**src/rtl/mrpt_pkg.sv**
```systemverilog
`timescale 1ns / 1ps
package mrpt_pkg;

  typedef enum logic [2:0] {
    ST_IDLE,
    ST_SPLIT,
    ST_BASE,
    ST_POW,
    ST_SQR,
    ST_MUL,
    ST_DONE
  } eng_state_t;

  typedef enum logic [1:0] {
    MUL_POW_ACC,
    MUL_POW_BASE,
    MUL_SQR
  } mul_op_t;

  // Bit k is set when k is prime, for k below 64.
  localparam logic [63:0] PRIME_MASK = 64'h2820_8a20_a08a_28ac;

  function automatic logic small_prime(input logic [6:0] v);
    return !v[6] && PRIME_MASK[v[5:0]];
  endfunction

endpackage

```
**src/rtl/mrpt_if.sv**
```systemverilog
`timescale 1ns / 1ps
interface mrpt_if #(
  parameter int W = 1
);
  logic         valid;
  logic         ready;
  logic [W-1:0] data;
  modport source (output valid, output data, input ready);
  modport sink   (input valid, input data, output ready);
endinterface

```
**src/rtl/mrpt_front.sv**
```systemverilog
`timescale 1ns / 1ps
// Accepts candidates, settles the trivial ones and queues them as flagged answers beside the odd ones.
module mrpt_front #(
  parameter int NUM_WIDTH = 63
) (
  input  logic                 clk,
  input  logic                 rst_n,
  input  logic                 in_valid,
  output logic                 in_ready,
  input  logic [NUM_WIDTH-1:0] in_candidate,
  output logic                 q_valid,
  input  logic                 q_ready,
  output logic [NUM_WIDTH:0]   q_data
);
  // Queue entry: {trivial flag or candidate}. Top bit set means trivial,
  // bit 0 then holds the answer.
  localparam int DEPTH = 2;
  logic [NUM_WIDTH:0] mem_r [DEPTH];
  logic               wp_r, wp_nxt, rp_r, rp_nxt;
  logic [1:0]         cnt_r, cnt_nxt;
  logic               trivial, push, pop;
  logic [NUM_WIDTH:0] entry;

  assign trivial  = (in_candidate <= NUM_WIDTH'(2)) || !in_candidate[0];
  assign entry    = trivial ? {1'b1, NUM_WIDTH'(in_candidate == NUM_WIDTH'(2))}
                            : {1'b0, in_candidate};
  assign in_ready = (cnt_r != 2'(DEPTH));
  assign push     = in_valid && in_ready;
  assign q_valid  = (cnt_r != 2'd0);
  assign pop      = q_valid && q_ready;
  assign q_data   = mem_r[rp_r];
  assign wp_nxt   = push ? ~wp_r : wp_r;
  assign rp_nxt   = pop ? ~rp_r : rp_r;
  assign cnt_nxt  = cnt_r + 2'(push) - 2'(pop);

  always_ff @(posedge clk) begin
    if (!rst_n) begin
      wp_r  <= 1'b0;
      rp_r  <= 1'b0;
      cnt_r <= 2'd0;
    end else begin
      wp_r  <= wp_nxt;
      rp_r  <= rp_nxt;
      cnt_r <= cnt_nxt;
    end
  end

  always_ff @(posedge clk) begin
    if (push) mem_r[wp_r] <= entry;
  end
endmodule

```
**src/rtl/mrpt_mulmod.sv**
```systemverilog
`timescale 1ns / 1ps
// Shift-and-add modular multiply, one bit of b per cycle, MSB first.
module mrpt_mulmod #(
  parameter int NUM_WIDTH = 63
) (
  input  logic                 clk,
  input  logic                 rst_n,
  input  logic                 start,
  input  logic [NUM_WIDTH-1:0] a,
  input  logic [NUM_WIDTH-1:0] b,
  input  logic [NUM_WIDTH-1:0] m,
  output logic                 done,
  output logic [NUM_WIDTH-1:0] p
);
  localparam int CW = $clog2(NUM_WIDTH + 1);
  logic [NUM_WIDTH-1:0] acc_r, acc_nxt, a_r, b_r, m_r;
  logic [CW-1:0]        cnt_r;
  logic                 busy_r, done_r;
  logic [NUM_WIDTH:0]   dbl, sum;
  logic [NUM_WIDTH-1:0] dbl_m;

  always_comb begin
    dbl   = {acc_r, 1'b0};
    dbl_m = (dbl >= {1'b0, m_r}) ? NUM_WIDTH'(dbl - {1'b0, m_r}) : NUM_WIDTH'(dbl);
    sum   = {1'b0, dbl_m} + {1'b0, a_r};
    if (b_r[NUM_WIDTH-1])
      acc_nxt = (sum >= {1'b0, m_r}) ? NUM_WIDTH'(sum - {1'b0, m_r}) : NUM_WIDTH'(sum);
    else
      acc_nxt = dbl_m;
  end

  always_ff @(posedge clk) begin
    if (!rst_n) begin
      busy_r <= 1'b0;
      done_r <= 1'b0;
    end else begin
      done_r <= 1'b0;
      if (start) begin
        busy_r <= 1'b1;
      end else if (busy_r && cnt_r == CW'(NUM_WIDTH - 1)) begin
        busy_r <= 1'b0;
        done_r <= 1'b1;
      end
    end
  end

  always_ff @(posedge clk) begin
    if (start) begin
      acc_r <= '0;
      a_r   <= a;
      b_r   <= b;
      m_r   <= m;
      cnt_r <= '0;
    end else if (busy_r) begin
      acc_r <= acc_nxt;
      b_r   <= {b_r[NUM_WIDTH-2:0], 1'b0};
      cnt_r <= cnt_r + CW'(1);
    end
  end
  assign done = done_r;
  assign p    = acc_r;
endmodule

```
**src/rtl/mrpt_engine.sv**
```systemverilog
`timescale 1ns / 1ps
// Runs the Miller-Rabin rounds for one queued word on a shared mulmod.
module mrpt_engine #(
  parameter int NUM_WIDTH  = 63,
  parameter int BASE_LIMIT = 32
) (
  input  logic                 clk,
  input  logic                 rst_n,
  input  logic                 q_valid,
  output logic                 q_ready,
  input  logic [NUM_WIDTH:0]   q_data,
  output logic                 out_valid,
  input  logic                 out_ready,
  output logic                 out_is_prime
);
  localparam int BW = $clog2(BASE_LIMIT + 1);
  localparam int SW = $clog2(NUM_WIDTH + 1);

  mrpt_pkg::eng_state_t st_r, st_nxt;
  mrpt_pkg::mul_op_t    op_r;
  logic [NUM_WIDTH-1:0] n_r, r_r, e_r, base_r, acc_r, c_r;
  logic [SW-1:0]        s_r, j_r;
  logic [BW-1:0]        b_r;
  logic                 res_r, ovalid_r;
  logic                 mstart, mdone;
  logic [NUM_WIDTH-1:0] ma, mb, mp;
  logic                 bprime, bok, b_in, sq_fail;
  logic [NUM_WIDTH-1:0] nm1;

  assign nm1     = n_r - NUM_WIDTH'(1);
  assign bprime  = mrpt_pkg::small_prime(7'(b_r));
  assign bok     = (NUM_WIDTH'(b_r) < n_r);
  assign b_in    = (32'(b_r) < BASE_LIMIT);
  assign sq_fail = (mp == NUM_WIDTH'(1)) && (c_r != NUM_WIDTH'(1)) && (c_r != nm1);

  mrpt_mulmod #(.NUM_WIDTH(NUM_WIDTH)) u_mul (
    .clk(clk), .rst_n(rst_n), .start(mstart), .a(ma), .b(mb), .m(n_r),
    .done(mdone), .p(mp)
  );

  always_comb begin
    st_nxt = st_r;
    unique case (st_r)
      mrpt_pkg::ST_IDLE: begin
        if (q_valid && !ovalid_r)
          st_nxt = q_data[NUM_WIDTH] ? mrpt_pkg::ST_DONE : mrpt_pkg::ST_SPLIT;
      end
      mrpt_pkg::ST_SPLIT: if (r_r[0]) st_nxt = mrpt_pkg::ST_BASE;
      mrpt_pkg::ST_BASE: begin
        if (!b_in || !bok) st_nxt = mrpt_pkg::ST_DONE;
        else if (bprime)   st_nxt = mrpt_pkg::ST_POW;
      end
      mrpt_pkg::ST_POW: st_nxt = (e_r == '0) ? mrpt_pkg::ST_SQR : mrpt_pkg::ST_MUL;
      mrpt_pkg::ST_SQR: begin
        if (j_r == s_r)
          st_nxt = (c_r != NUM_WIDTH'(1)) ? mrpt_pkg::ST_DONE : mrpt_pkg::ST_BASE;
        else
          st_nxt = mrpt_pkg::ST_MUL;
      end
      mrpt_pkg::ST_MUL: begin
        if (mdone) begin
          unique case (op_r)
            mrpt_pkg::MUL_POW_ACC:  st_nxt = mrpt_pkg::ST_MUL;
            mrpt_pkg::MUL_POW_BASE: st_nxt = mrpt_pkg::ST_POW;
            mrpt_pkg::MUL_SQR:      st_nxt = sq_fail ? mrpt_pkg::ST_DONE : mrpt_pkg::ST_SQR;
            default:                st_nxt = mrpt_pkg::ST_IDLE;
          endcase
        end
      end
      mrpt_pkg::ST_DONE: st_nxt = mrpt_pkg::ST_IDLE;
      default:           st_nxt = mrpt_pkg::ST_IDLE;
    endcase
  end

  always_comb begin
    q_ready = (st_r == mrpt_pkg::ST_IDLE) && !ovalid_r;
    mstart  = 1'b0;
    ma      = c_r;
    mb      = c_r;
    unique case (st_r)
      mrpt_pkg::ST_POW: begin
        if (e_r != '0) begin
          mstart = 1'b1;
          ma     = e_r[0] ? acc_r : base_r;
          mb     = base_r;
        end
      end
      mrpt_pkg::ST_SQR: mstart = (j_r != s_r);
      mrpt_pkg::ST_MUL: begin
        // square the base right after the accumulator update
        if (mdone && op_r == mrpt_pkg::MUL_POW_ACC) begin
          mstart = 1'b1;
          ma     = base_r;
          mb     = base_r;
        end
      end
      default: ;
    endcase
  end

  assign out_valid    = ovalid_r;
  assign out_is_prime = res_r;

  always_ff @(posedge clk) begin
    if (!rst_n) begin
      st_r     <= mrpt_pkg::ST_IDLE;
      ovalid_r <= 1'b0;
    end else begin
      st_r <= st_nxt;
      if (st_r == mrpt_pkg::ST_DONE) ovalid_r <= 1'b1;
      else if (ovalid_r && out_ready) ovalid_r <= 1'b0;
    end
  end

  always_ff @(posedge clk) begin
    case (st_r)
      mrpt_pkg::ST_IDLE: begin
        if (q_valid && !ovalid_r) begin
          res_r <= q_data[0];
          n_r   <= q_data[NUM_WIDTH-1:0];
          r_r   <= q_data[NUM_WIDTH-1:0] - NUM_WIDTH'(1);
          s_r   <= '0;
          b_r   <= BW'(2);
        end
      end
      mrpt_pkg::ST_SPLIT: begin
        if (!r_r[0]) begin
          r_r <= r_r >> 1;
          s_r <= s_r + SW'(1);
        end
        res_r <= 1'b1;
      end
      mrpt_pkg::ST_BASE: begin
        if (b_in && bok) begin
          if (!bprime) begin
            b_r <= b_r + BW'(1);
          end else begin
            base_r <= NUM_WIDTH'(b_r);
            acc_r  <= NUM_WIDTH'(1);
            e_r    <= r_r;
          end
        end
      end
      mrpt_pkg::ST_POW: begin
        if (e_r == '0) begin
          c_r <= acc_r;
          j_r <= '0;
        end else begin
          op_r <= e_r[0] ? mrpt_pkg::MUL_POW_ACC : mrpt_pkg::MUL_POW_BASE;
        end
      end
      mrpt_pkg::ST_SQR: begin
        if (j_r == s_r) begin
          if (c_r != NUM_WIDTH'(1)) res_r <= 1'b0;
          else b_r <= b_r + BW'(1);
        end else begin
          op_r <= mrpt_pkg::MUL_SQR;
        end
      end
      mrpt_pkg::ST_MUL: begin
        if (mdone) begin
          unique case (op_r)
            mrpt_pkg::MUL_POW_ACC: begin
              acc_r <= mp;
              op_r  <= mrpt_pkg::MUL_POW_BASE;
            end
            mrpt_pkg::MUL_POW_BASE: begin
              base_r <= mp;
              e_r    <= e_r >> 1;
            end
            mrpt_pkg::MUL_SQR: begin
              if (sq_fail) begin
                res_r <= 1'b0;
              end else begin
                c_r <= mp;
                j_r <= j_r + SW'(1);
              end
            end
            default: ;
          endcase
        end
      end
      default: ;
    endcase
  end
endmodule

```
**src/rtl/miller_rabin_prime_test_unit.sv**
```systemverilog
`timescale 1ns / 1ps
// Work: each modular multiply runs on one shared bit-serial mulmod;
// an odd 63-bit candidate takes up to roughly 11 bases times 125 multiplies.
// Trivial candidates skip the Miller-Rabin rounds.
// Throughput: one candidate at a time in the engine; a two-word queue decouples input.
// Reset: synchronous active-low rst_n clears queue and engine control.
module miller_rabin_prime_test_unit #(
  parameter int BASE_LIMIT = 32,
  parameter int NUM_WIDTH  = 63
) (
  input  logic                 clk,
  input  logic                 rst_n,
  input  logic                 in_valid,
  output logic                 in_ready,
  input  logic [NUM_WIDTH-1:0] in_candidate,
  output logic                 out_valid,
  input  logic                 out_ready,
  output logic                 out_is_prime
);
  mrpt_if #(.W(NUM_WIDTH + 1)) q_ch ();

  mrpt_front #(.NUM_WIDTH(NUM_WIDTH)) u_front (
    .clk(clk), .rst_n(rst_n), .in_valid(in_valid), .in_ready(in_ready),
    .in_candidate(in_candidate), .q_valid(q_ch.valid), .q_ready(q_ch.ready),
    .q_data(q_ch.data)
  );

  mrpt_engine #(.NUM_WIDTH(NUM_WIDTH), .BASE_LIMIT(BASE_LIMIT)) u_engine (
    .clk(clk), .rst_n(rst_n), .q_valid(q_ch.valid), .q_ready(q_ch.ready),
    .q_data(q_ch.data), .out_valid(out_valid), .out_ready(out_ready),
    .out_is_prime(out_is_prime)
  );
endmodule
```
**config.mk**
```make
export PLATFORM = sky130hd
export DESIGN_NAME = miller_rabin_prime_test_unit
export DESIGN_NICKNAME = d
export VERILOG_FILES = /design/src/rtl/mrpt_pkg.sv /design/src/rtl/mrpt_if.sv /design/src/rtl/mrpt_front.sv /design/src/rtl/mrpt_mulmod.sv /design/src/rtl/mrpt_engine.sv /design/src/rtl/miller_rabin_prime_test_unit.sv
export SDC_FILE = /design/constraint.sdc
export NUM_CORES = 2
export LEC_CHECK = 0
export BUFFER_PORTS_ARGS = -buffer_cell sky130_fd_sc_hd__buf_2
export CAP_MARGIN = 10
export CORE_MARGIN = 5
export CORE_UTILIZATION = 55
export DETAILED_ROUTE_END_ITERATION = 16
export PLACE_DENSITY = 0.71
export SLEW_MARGIN = 25
export SYNTH_ARGS = -nofsm -noshare
export SYNTH_HDL_FRONTEND = slang
export SYNTH_HIERARCHICAL = 1
export SYNTH_SLANG_ARGS = --single-unit
export TNS_END_PERCENT = 10
```
**constraint.sdc**
```tcl
create_clock -name clk -period 9.5 [get_ports clk]
set_input_delay 1.425 -clock clk [delete_from_list [all_inputs] [get_ports clk]]
set_output_delay 1.425 -clock clk [all_outputs]
set_load 0.03 [all_outputs]
```
# == Yosys cells after proc, flatten, opt, wreduce, memory -nomap -nowiden ==
# Memories as Yosys holds them, arrays and structs flattened. A register that Yosys moved wholly into a read port is not among the register bits.
# Index checks and enable logic that the tools add are counted.
# classes
addsub,11
order_cmp,6
eq_ne,35
muxes,88
n_bitwise,3
n_reduce_logical,41
# ops
operator,count
2-to-1 mux 63 bit,27
one-hot mux 63 bit (2 select lines),7
greater-or-equal comparator 64 x 63 -> 1 bit,2
"subtractor 63 x 1 -> 63 bit, second input constant",2
subtractor 63 bit,2
2-to-1 mux 6 bit,12
adder 63 x 63 -> 64 bit,1
2-to-1 mux 64 bit,1
"equality test 63 x 1 -> 1 bit, second input constant",1
"equality test 63 x 2 -> 1 bit, second input constant",1
"less-or-equal comparator 63 x 2 -> 1 bit, second input constant",1
zero test 63 bit,1
less-than comparator 6 x 63 -> 1 bit,1
"inequality test 63 x 1 -> 1 bit, second input constant",1
inequality test 63 bit,1
nonzero test 63 bit,1
"adder 6 x 1 -> 6 bit, second input constant",4
2-to-1 mux 3 bit,8
one-hot mux 6 bit (2 select lines),2
2-to-1 mux 1 bit,20
"inequality test 2 bit, second input constant",10
AND reduction 5 bit,4
"inequality test 2 x 1 -> 1 bit, second input constant",9
one-hot mux 3 bit (6 select lines),1
other kinds (34),64
# word_totals
ff_bits,667
ramBits,128
rom_bits,64
out_inout_bits,3
mem_count,2
# memory_table
memory,depth,word_bits,rd,rd_ports_with_merged_regs,wr,line_no,source
u_front.mem_r,2,64,1,1,1,mrpt_front.sv:18,logic [NUM_WIDTH:0] mem_r [DEPTH];
(no name shown),64,1,1,1,0,mrpt_pkg.sv:24,return !v[6] && PRIME_MASK[v[5:0]];

# == Longest topological paths before layout ==
# depth
ltp_word,7
depth_mapped,44
mapped_depth_nobuf,38

# == Cells and area by module ==
# Netlist, hierarchy kept.
# by_module_without_submodules
module,instances,cells_per_inst,area_each_um2,seq_area_each_um2
mrpt_mulmod,1,2545,21847.2,7096.8
mrpt_engine,1,1901,21145.3,12081.6
mrpt_front,1,314,5400.2,3943.8

# == Worst setup path after synthesis ==
# No wires, ideal clock.
# synth_path
kind,register to register
start,reg u_engine.st_r[2]
end,reg u_engine.base_r[0] (enable)
setup_time_ps,680
arrival_time_ps,7595
required_time_ps,8820
slack_ps,1225
path_stages_with_launch,9
synth_period_minus_slack_ps,8275
path_cell_list,dfxtp_1 > clkbuf_1 > nor2b_1 > clkbuf_1 > and2_1 > clkbuf_1 > clkbuf_1 > nand3_1 > a32oi_1
# synth_between
elab_chain_cells,3
# synth_lines
element,line_no,source
from (decl),mrpt_engine.sv:19,"mrpt_pkg::eng_state_t st_r, st_nxt;"
from (signal assigned),mrpt_engine.sv:106,st_r <= mrpt_pkg::ST_IDLE;
from (signal assigned),mrpt_engine.sv:109,st_r <= st_nxt;
equality test 3 bit or equality test 3 x 2 -> 1 bit (tied branches),mrpt_engine.sv:116,case (st_r)
"inequality test 2 bit (no line), or another cell as far along",-,
AND reduction 5 bit (no line) *,-,
to (signal assigned),mrpt_engine.sv:138,base_r <= NUM_WIDTH'(b_r);
to (signal assigned),mrpt_engine.sv:168,base_r <= mp;
to (decl),mrpt_engine.sv:21,"logic [NUM_WIDTH-1:0] n_r, r_r, e_r, base_r, acc_r, c_r;"
# Every way passes the cells marked *; elsewhere a longest branch is shown, timed or not.
# A chain may end at the register's enable or synchronous reset.

# == Final worst setup path ==
# layout_path
start,reg u_engine.u_mul.m_r[20]
end,reg u_engine.u_mul.acc_r[14] (netlist: u_engine/u_mul/p[14])
# layout_between
elab_chain_cells,6
# layout_lines
element,line_no,source
from (decl),mrpt_mulmod.sv:16,"logic [NUM_WIDTH-1:0] acc_r, acc_nxt, a_r, b_r, m_r;"
from (signal assigned),mrpt_mulmod.sv:52,m_r <= m;
greater-or-equal comparator 64 x 63 -> 1 bit or subtractor 63 bit (tied branches),mrpt_mulmod.sv:24,"dbl_m = (dbl >= {1'b0, m_r}) ? NUM_WIDTH'(dbl - {1'b0, m_r}) : NUM_WIDTH'(dbl);"
2-to-1 mux 63 bit,mrpt_mulmod.sv:24,
adder 63 x 63 -> 64 bit,mrpt_mulmod.sv:25,"sum = {1'b0, dbl_m} + {1'b0, a_r};"
subtractor 63 bit or greater-or-equal comparator 64 x 63 -> 1 bit (tied branches),mrpt_mulmod.sv:27,"acc_nxt = (sum >= {1'b0, m_r}) ? NUM_WIDTH'(sum - {1'b0, m_r}) : NUM_WIDTH'(sum);"
2-to-1 mux 63 bit,mrpt_mulmod.sv:27,
2-to-1 mux 63 bit *,mrpt_mulmod.sv:26,if (b_r[NUM_WIDTH-1])
to (signal assigned),mrpt_mulmod.sv:55,acc_r <= acc_nxt;
to (decl),mrpt_mulmod.sv:16,
# Marks and branches as above.

==> flow_metrics.py <==
metrics = {
    "layout": {
        "fillCellCount": 7269,
        "drive_above_1_share_pct": 13.5,
        "area_delta_synth_final_pct": 10.5,
        "nets": 5100,
        "antenna_cells": 0,
    },
    "placement": {
        "hpwl_microns": 111000,
        "io_buffer_count": 69,
        "routabilityCongestion": 0.987,
    },
    "synth": {
        "synthesis.nets": 5033,
        "synthFlopType": "edfxtp_1",
        "synth-seq-area-share_pct": 47.8,
        "async_flop_share_pct": 0,
        "syn_area_sq_mm": 0.0484,
        "synthCells": 4760,
        "synth_cell_type_count": 102,
        "synth-seq-cells": 797,
        "yosysWarnings": 6,
        "postSynthAreaPerCell_sq_um": 10.2,
        "synth_edf_count": 716,
    },
    "floorplanning": {
        "die_w_microns": 307,
        "start_util_pct": 55.6,
        "num_io_pins": 70,
        "core_area_sq_mm": 0.0870,
        "fp.dieH_microns": 307,
        "design.die.area_sq_mm": 0.0940,
        "rows": 108,
    },
    "critical_path": {
        "cp_slowest_cell": "or4b_4",
        "start_kind": "flop",
        "crit_type": "reg2reg",
        "setup.worst_path.end_class": "flop",
        "arrival_ps": 9670,
        "critical_path_buf_inv_count": 5,
        "startpoint": "u_engine/u_mul/m_r[20]",
        "cp_max_fo": 38,
        "r2r_start": "u_engine/u_mul/m_r[20]",
        "critPathMaxStageDelay_ps": 600,
        "crit_family": "compound AO/OA/AOI/OAI gates",
        "worstPathRequired_ps": 10060,
    },
    "clocking": {
        "cts_root_buffer": "clkbuf_16",
        "numClockSinks": 797,
        "ctsHoldBuffers": 0,
        "clk_pin_slew_ps": 60,
        "h-tree-depth": 3,
        "cts_buffers": 85,
        "clock_latency_ps": 670,
        "cts_buffer_depth": 3,
        "cts_tree": "built",
    },
    "global_route": {
        "grt_overflow": 0,
        "grt_max_degree": 134,
        "track_usage_pct": 30.5,
        "grt_pass1_wl_microns": 223000,
        "grt_antenna_before_repair": 4,
        "first_global_vias": 36429,
    },
    "sta": {
        "fmax_mhz": 110,
        "min_period_ps": 9110,
        "rsz0062_at_grt": "no",
        "slew_viol_final": 0,
        "tightestPinTransition_ps": 1060,
        "hold_viol_final": 0,
        "max_slew_margin_pct": 29.5,
        "final.setup_skew_ps": 46.3,
        "fin_crit_sh_pct": 95.9,
        "fin_setup_tns_ps": 0,
        "finalSetupViolations": 0,
    },
    "routing": {
        "wl_per_cell_microns": 24.7,
        "drc": 0,
        "via_count": 38821,
        "ant_nets": 0,
        "wl_microns": 149000,
        "via_per_inst": 6.42,
        "first_pass_iters": 10,
        "drt_iter0_markers": 5031,
    },
    "outcome": {
        "run_status": "finished, final reports clean",
    },
    "flow_run": {
        "cap_violations": 0,
    },
    "hold_path": {
        "hold_class": "reg2reg",
        "hp-start": "u_engine/u_mul/cnt_r[5]",
    },
}
-- stage by stage --
step                cells  setup WS [ps]  util, %  instance area, sq um  hold WS (ps)
global route         6048           3.94     61.5                 53500           524
global placement     5888           -369     58.0                 50500           473
CTS                  6041           10.2     61.3                 53300           492
detailed placement   5888           -484     58.0                 50500           483
floorplan            4760           1220        -                 48400           421
finish               6048            390     61.5                 53500           495
-- path summary, 6_finish.rpt --
kind | depth (start not counted) | endpoint | slack (ps)
setup reg to reg | 39 | u_engine/u_mul/p[14] | 390
hold / removal | 2 | u_engine/u_mul/cnt_r[5] | 490
setup / recovery | 39 | u_engine/u_mul/p[14] | 390
hold reg to reg | 2 | u_engine/u_mul/cnt_r[5] | 490
-- Yosys cell counts, drive strengths merged, types with 128 or more instances --
cell,n,area [sq um]
clkbuf,194,729
ha,203,2540
inv,206,773
mux2,216,2440
xnor2,199,1740
a21oi,338,1700
nor2,279,1050
a21o,128,961
nand2,516,1940
o21ai,299,1500
edfxtp,716,21500
xor2,141,1230
-- routing by layer --
metal  part of all wire [%]  wire length [microns]  GRT usage [%]
met4                    3.6                   5330           9.98
met3                     11                  15800           6.61
met5                 0.0087                     13              0
met1                     43                  64300           45.3
met2                     43                  63700           45.0
-- worst reg2reg max path: cells and delay by family (launching register included) --
family          cells  cell delay (ps)
compound gates     18             3750
xor+xnor            1              170
fa+ha+maj           3             1030
buf+inv             5             1020
flops               1              340
mux                 1              390
simple gates       11             2300
-- cells in the final DEF (no fill, tap or decap), types with 21 or more instances in the layout --
master,Yosys,routed
nor2_1,279,273
xnor2_1,199,199
nand3_1,125,125
o31ai_1,23,21
buf_2,28,69
a31oi_1,32,31
a222oi_1,65,65
nor2b_1,34,32
dfxtp_1,81,78
inv_1,205,203
nand2b_1,38,38
nor3_1,74,71
or3_1,26,25
o21ai_0,279,272
nand2_1,515,512
ha_1,203,199
a21oi_1,336,330
a211oi_1,28,25
o21ai_1,18,24
buf_4,1,147
o211ai_1,49,49
o21a_1,39,39
clkbuf_16,0,85
a21o_1,128,128
edfxtp_1,716,716
mux2_2,215,215
and3_1,90,89
xor2_1,141,141
nor4_1,107,106
nand4_1,86,86
o21bai_1,38,38
and2_1,93,91
-- final cells by class --
type | count | area [sq um] | area share, %
Clock buffer | 104 | 2220 | 4.15
Clock inverter | 49 | 598 | 1.12
Inverter | 206 | 774 | 1.45
Multi-Input combinational cell | 3516 | 23800 | 44.5
Sequential cell | 797 | 23100 | 43.2
Tap cell | 1155 | 1450 | 2.70
Timing Repair Buffer | 221 | 1540 | 2.88
-- registers in the layout, summed over array words and instances (netlist names), 2 cells and up, named ones only --
register,cells
u_engine/base_r,63
u_engine/e_r,63
u_engine/c_r,63
u_engine/b_r,6
u_engine/n_r,63
u_engine/r_r,63
u_front/mem_r,128
u_engine/acc_r,63
u_engine/u_mul/cnt_r,6
u_front/cnt_r,2
u_engine/u_mul/p,63
u_engine/j_r,6
u_engine/u_mul/b_r,63
u_engine/st_r,3
u_engine/u_mul/a_r,63
u_engine/u_mul/m_r,63
u_engine/op_r,2
u_engine/s_r,6
-- cells by family (layout without fill, tap and decap cells) --
kind of cell               after synthesis  after routing  synth area share [%]
and+or+nand+nor                       1545           1546                  15.7
AOI/OAI and AO/OA                     1189           1189                  15.9
DFF                                    797            797                  47.8
buffers and inverters                  448            580                  3.60
xor gates and xnor gates               341            341                  6.20
muxes                                  234            234                  5.41
adders and majority gates              206            206                  5.37
-- repair_timing --
action	CTS	global route
setup endpoints to repair	63	63
gates cloned	0	1
pin swaps	0	4
setup buffers	0	6
gates resized for setup	4	35
Power is not shown: default switching activity piles up to over one toggle a cycle in this logic, so the estimate is an artifact.
